### src/rtl/core/scfla_pkg.sv
// Shared types, constants and size-class functions for the slab allocator.
package scfla_pkg;

  localparam int ArenaBytes = 65536;
  localparam int NumArenas  = 4;
  localparam int NumClasses = 56;
  localparam int AddrW      = 18;
  localparam int ClassW     = 6;
  localparam int BytesW     = 13;
  localparam int LinkW      = AddrW + 1;
  localparam int LinkDepth  = 32768;
  localparam int LinkIdxW   = 15;
  localparam int MaxSize    = 4096;
  localparam int QueueDepth = 2;

  typedef enum logic [1:0] {
    CMD_ALLOC = 2'd0,
    CMD_FREE  = 2'd1,
    CMD_QUERY = 2'd2,
    CMD_NONE  = 2'd3
  } cmd_t;

  typedef enum logic [2:0] {
    ST_OK        = 3'd0,
    ST_ZERO      = 3'd1,
    ST_TOO_LARGE = 3'd2,
    ST_NO_MEMORY = 3'd3,
    ST_DBL_FREE  = 3'd4
  } status_t;

  typedef enum logic [1:0] {
    BK_IDLE = 2'd0,
    BK_READ = 2'd1,
    BK_SEND = 2'd2
  } bk_state_t;

  // Classified request handed from the front to the back.
  typedef struct packed {
    cmd_t               cmd;
    logic               reject;
    status_t            status;
    logic [ClassW-1:0]  cls;
    logic [BytesW-1:0]  bytes;
    logic [AddrW-1:0]   addr;
  } job_t;

  typedef struct packed {
    logic [AddrW-1:0]  granted_address;
    logic [ClassW-1:0] size_class;
    logic [BytesW-1:0] granted_bytes;
    status_t           status;
  } result_t;

  function automatic logic [ClassW-1:0] class_of(input logic [15:0] size);
    logic [11:0] s;
    logic [ClassW-1:0] c;
    s = 12'(size - 16'd1);
    if (s < 12'h080)      c = ClassW'(s >> 3);
    else if (s < 12'h100) c = ClassW'((s >> 4) + 12'd8);
    else if (s < 12'h200) c = ClassW'((s >> 5) + 12'd16);
    else if (s < 12'h400) c = ClassW'((s >> 6) + 12'd24);
    else if (s < 12'h800) c = ClassW'((s >> 7) + 12'd32);
    else                  c = ClassW'((s >> 8) + 12'd40);
    return c;
  endfunction

  function automatic logic [BytesW-1:0] class_bytes(input logic [ClassW-1:0] c);
    logic [6:0] i;
    logic [BytesW-1:0] b;
    i = (c < ClassW'(NumClasses)) ? 7'(c) + 7'd1 : 7'(c - ClassW'(NumClasses)) + 7'd1;
    if (i <= 7'd16)      b = BytesW'(i) << 3;
    else if (i <= 7'd24) b = BytesW'(i - 7'd8) << 4;
    else if (i <= 7'd32) b = BytesW'(i - 7'd16) << 5;
    else if (i <= 7'd40) b = BytesW'(i - 7'd24) << 6;
    else if (i <= 7'd48) b = BytesW'(i - 7'd32) << 7;
    else                 b = BytesW'(i - 7'd40) << 8;
    return b;
  endfunction

endpackage

### src/rtl/core/scfla_front.sv
// Front end: classifies each request and queues it for the back end.
module scfla_front (
  input  logic                clk,
  input  logic                rst,
  input  logic                in_valid,
  output logic                in_ready,
  input  logic [1:0]          in_cmd,
  input  logic [15:0]         in_size,
  input  logic [17:0]         in_addr,
  output logic                job_valid,
  input  logic                job_ready,
  output scfla_pkg::job_t     job
);
  import scfla_pkg::*;

  localparam int PtrW = $clog2(QueueDepth);

  job_t            queue [QueueDepth];
  logic [PtrW-1:0] wr_ptr;
  logic [PtrW-1:0] rd_ptr;
  logic [PtrW:0]   count;
  job_t            cls_job;
  logic            push;
  logic            pop;

  always_comb begin
    cls_job        = '0;
    cls_job.cmd    = cmd_t'(in_cmd);
    cls_job.addr   = in_addr;
    cls_job.status = ST_OK;
    if (in_cmd == CMD_ALLOC || in_cmd == CMD_FREE) begin
      if (in_size == 16'd0) begin
        cls_job.reject = 1'b1;
        cls_job.status = ST_ZERO;
      end else if (in_size > 16'(MaxSize)) begin
        cls_job.reject = 1'b1;
        cls_job.status = ST_TOO_LARGE;
      end else begin
        cls_job.cls   = class_of(in_size);
        cls_job.bytes = class_bytes(class_of(in_size));
      end
    end
  end

  assign in_ready  = (count != (PtrW+1)'(QueueDepth));
  assign job_valid = (count != '0);
  assign job       = queue[rd_ptr];
  assign push      = in_valid && in_ready;
  assign pop       = job_valid && job_ready;

  always_ff @(posedge clk) begin
    if (push) begin
      queue[wr_ptr] <= cls_job;
    end
    if (rst) begin
      wr_ptr <= '0;
      rd_ptr <= '0;
      count  <= '0;
    end else begin
      if (push) wr_ptr <= wr_ptr + PtrW'(1);
      if (pop)  rd_ptr <= rd_ptr + PtrW'(1);
      count <= count + (PtrW+1)'(push) - (PtrW+1)'(pop);
    end
  end
endmodule

### config.mk
export PLATFORM = sky130hd
export DESIGN_NAME = scfla_front
export DESIGN_NICKNAME = d
export VERILOG_FILES = /design/src/rtl/core/scfla_pkg.sv /design/src/rtl/core/scfla_front.sv
export SDC_FILE = /design/constraint.sdc
export NUM_CORES = 1
export LEC_CHECK = 0
export ABC_CLOCK_PERIOD_IN_PS = 5160
export BUFFER_PORTS_ARGS = -buffer_cell sky130_fd_sc_hd__buf_4
export CORE_MARGIN = 2
export CORE_UTILIZATION = 55
export CTS_CLUSTER_SIZE = 24
export DETAILED_ROUTE_END_ITERATION = 10
export MAX_ROUTING_LAYER = met4
export PLACE_DENSITY = 0.86
export SETUP_SLACK_MARGIN = 0.02
export SLEW_MARGIN = 20
export SYNTH_ARGS = -nofsm -noshare
export SYNTH_HDL_FRONTEND = slang
export SYNTH_SLANG_ARGS = --single-unit
### constraint.sdc
create_clock -name clk -period 5.16 [get_ports clk]
set_input_delay 0.258 -clock clk [delete_from_list [all_inputs] [get_ports clk]]
set_output_delay 0.258 -clock clk [all_outputs]
set_load 0.005 [all_outputs]
==> impl_metrics.csv <==
group,metric,value,unit
status,status,"completed",
clock_network,clkTransAtPathRegs,80,ps
synthesis,synth.avg_cell_area,11.8,um^2
route,top_layer,"met4",
pwr,p_leak,0.00208,uW
clock_network,cts.htree.levels,3,
sta,fin_crit,4540,ps
route,drt_iter0_drc,262,
clock_network,root_buffer,"clkbuf_8",
worst_setup_path,worst_setup_path_start_kind,"primary input",
worst_setup_path,cp.required,5320,ps
synthesis,async_flop_share,0,%
sta,fin_tns_setup,0,ps
cells_and_area,fin_nets,518,
synthesis,yosysWarnings,0,
synthesis,yosysUniqueCellTypes,71,
min_path,min_path_type,"in2reg",
route,wl,10700,um
pwr,peakVddDrop,150,uV
sta,holdWs,87.9,ps
sta,rsz0062_at_grt,"no",
die,die_area,9190,um^2
worst_setup_path,crit_path_cell_trace,"buf_4, or4_1, o21ai_0, o211ai_1, a21oi_1, o22a_1, inv_1, ha_1, o211a_1, a211oi_1, nor2_2, ha_1, o21ai_0, nand2_1, or4_1, a21oi_1",
global_routing,grt_pass1_vias,3414,
clock_network,clock_sinks,83,
synthesis,yosys-top-cells-count,"78 x edfxtp_1, 39 x mux2_2, 33 x nor2_1",
synthesis,netlist.area_leader.share,50.5,%
sta,finalCritPeriodShare,88.1,%
die,ios,85,
route,postRouteAntennaNets,0,
run,maxCapViolations,0,
worst_setup_path,criticalPathCategory,"in2reg",
synthesis,synth_ff_type,"edfxtp_1",
synthesis,yosysSeqAreaShare,52.6,%
route,met1_length,4090,um
worst_setup_path,critPathMaxStageDelay,630,ps
global_routing,grt_max_degree,40,
sta,setup_viol,0,
placed_design,place_congestion,0.958,
sta,slew_violations,0,
worst_setup_path,path_max_fanout,8,
sta,worst_pin_slew,917,ps
clock_network,cts_tree,"done",
cells_and_area,area_growth,20.2,%
clock_network,cts_resized,0,
die,rows,33,
cells_and_area,drive_gt1_share,35.0,%
worst_setup_path,end_kind,"flip-flop",
route,wl_met2,5440,um
synthesis,synthCells,392,
clock_network,cts_inserted_buffers,9,
global_routing,grt_overflow,0,
cells_and_area,antennaDiodeCount,0,
global_routing,grtUsageTotal,24.1,%
global_routing,grt_pass1_wl,16500,um
sta,relSlewSlack,38.8,%
synthesis,synth_area_leaders,"edfxtp_1 50%, mux2_2 9.5%, nor2_1 2.7%",
route,route.met3.wl,955,um
pwr,power,2080,uW
synthesis,synth_area,4640,um^2
route,drc,0,
sta,fmax,0.220,GHz
route,routedWlPerCell,18.4,um
pwr,powerDensity,372,nW/um^2
synthesis,ys_ff_latch,83,
placed_design,port-buffer-count,80,
die,die_y,95.9,um
synthesis,yosysMostFrequentCell,"edfxtp_1",
die,start_util,56.5,%
clock_network,postCtsSetupRepairBufs,0,
placed_design,dp_hpwl,7360,um
clock_network,postCtsHoldBufs,0,
global_routing,antenna_found_initial,0,
route,dr.pass1.iters,4,
clock_network,clock_latency,350,ps
sta,finClkSkew,7.94,ps
worst_setup_path,cp_slowest_cell,"or4_1",
synthesis,synth-edff-count,78,
synthesis,synth_top_cell_by_area,"edfxtp_1",
route,viasPerCell,6.10,
route,vias,3530,
clock_network,clockBufferDepth,2,
die,chipWidth,95.9,um
worst_setup_path,arrival,4700,ps
die,coreArea,8220,um^2
sta,hold_viol,0,
placed cells by master, fill, tap and decap left out, types with 3 or more instances in the layout:
master     instances
nor3_1             7
nor3b_1            3
nand3_1           10
nand2b_1           5
inv_1             14
buf_4             88
a21oi_1           18
xnor2_1            3
nand2_1           14
or4_1              5
nand4_1            4
o311a_1            3
o31ai_1            4
o21a_1             3
ha_1               9
bufinv_16          3
conb_1             5
dfxtp_1            4
clkbuf_8           9
o211a_1            4
o211ai_1           8
a211oi_1           5
nand3b_1           3
or2_2              5
xor2_1             4
nor2_1            32
a31oi_1            5
nor4_1             5
o21ai_0           14
mux2_2            39
nor2b_1            4
edfxtp_1          78
or3_1              4
through the flow:
stage / utilization, % / worst slack [ps] / area, um^2 / instances
after floorplan: - / 792 / 4650 / 395
after global placement: 64.9 / 496 / 5330 / 562
after detailed placement: 64.9 / 337 / 5330 / 562
after CTS: 67.7 / 696 / 5560 / 578
after global routing: 67.9 / 173 / 5580 / 579
final: 67.9 / 616 / 5580 / 579
per-layer routing:
layer | GRT usage [%] | vias up
li1 | - | 1662
met1 | 28.0 | 1687
met2 | 42.1 | 164
met3 | 5.48 | 17
met4 | 6.90 | 0
met5 | - | -
kinds of logic (layout without fill, tap and decap cells):
kind of cell               after synthesis  in the layout  share of synthesized area, %
AOI/OAI and AO/OA                       97             97                          16.9
xor gates and xnor gates                 7              7                          1.32
adders and majority gates                9              9                          2.43
muxes                                   41             41                          9.89
other                                    2              5                         0.162
and+or+nand+nor                        113            113                          12.9
buffers and inverters                   40            119                          3.83
DFF                                     83             83                          52.6
flip-flops by register name, indices dropped and copies added (netlist names), named ones only:
| register | flops |
|---|---|
| rd_ptr | 1 |
| count | 2 |
| wr_ptr | 1 |
| queue | 78 |
final timing paths:
path                                  start            to  slack [ps]  cells after the start
worst max-delay path             in_size[3]  queue[0][22]         620                     16
worst min-delay path            in_addr[17]  queue[1][17]          90                      1
worst max register to register     count[1]      count[1]        3300                      8
worst min register to register       rd_ptr     flip-flop         530                      2
worst max-delay path, delay by kind of cell:
kind / cells / cell delay, ps
AO/OA/AOI/OAI: 8 / 2100
buffers and inverters: 2 / 220
AND/OR/NAND/NOR: 4 / 1580
adder cells (fa/ha/maj): 2 / 550
power by group:
| group | switching [uW] | internal, uW | total, uW |
|---|---|---|---|
| Clock | 214 | 318 | 533 |
| Sequential | 68.1 | 854 | 922 |
| Combinational | 290 | 332 | 621 |
| Total | 572 | 1500 | 2080 |
final cells by class:
cell class,instances,area (um^2)
Sequential cell,83,2440
Tap cell,105,131
Inverter,14,52.6
Timing Repair Buffer,89,681
Clock inverter,6,104
Clock buffer,10,128
Fill cell,560,2640
Multi-Input combinational cell,272,2040
Power figures use the tool's default switching activity.
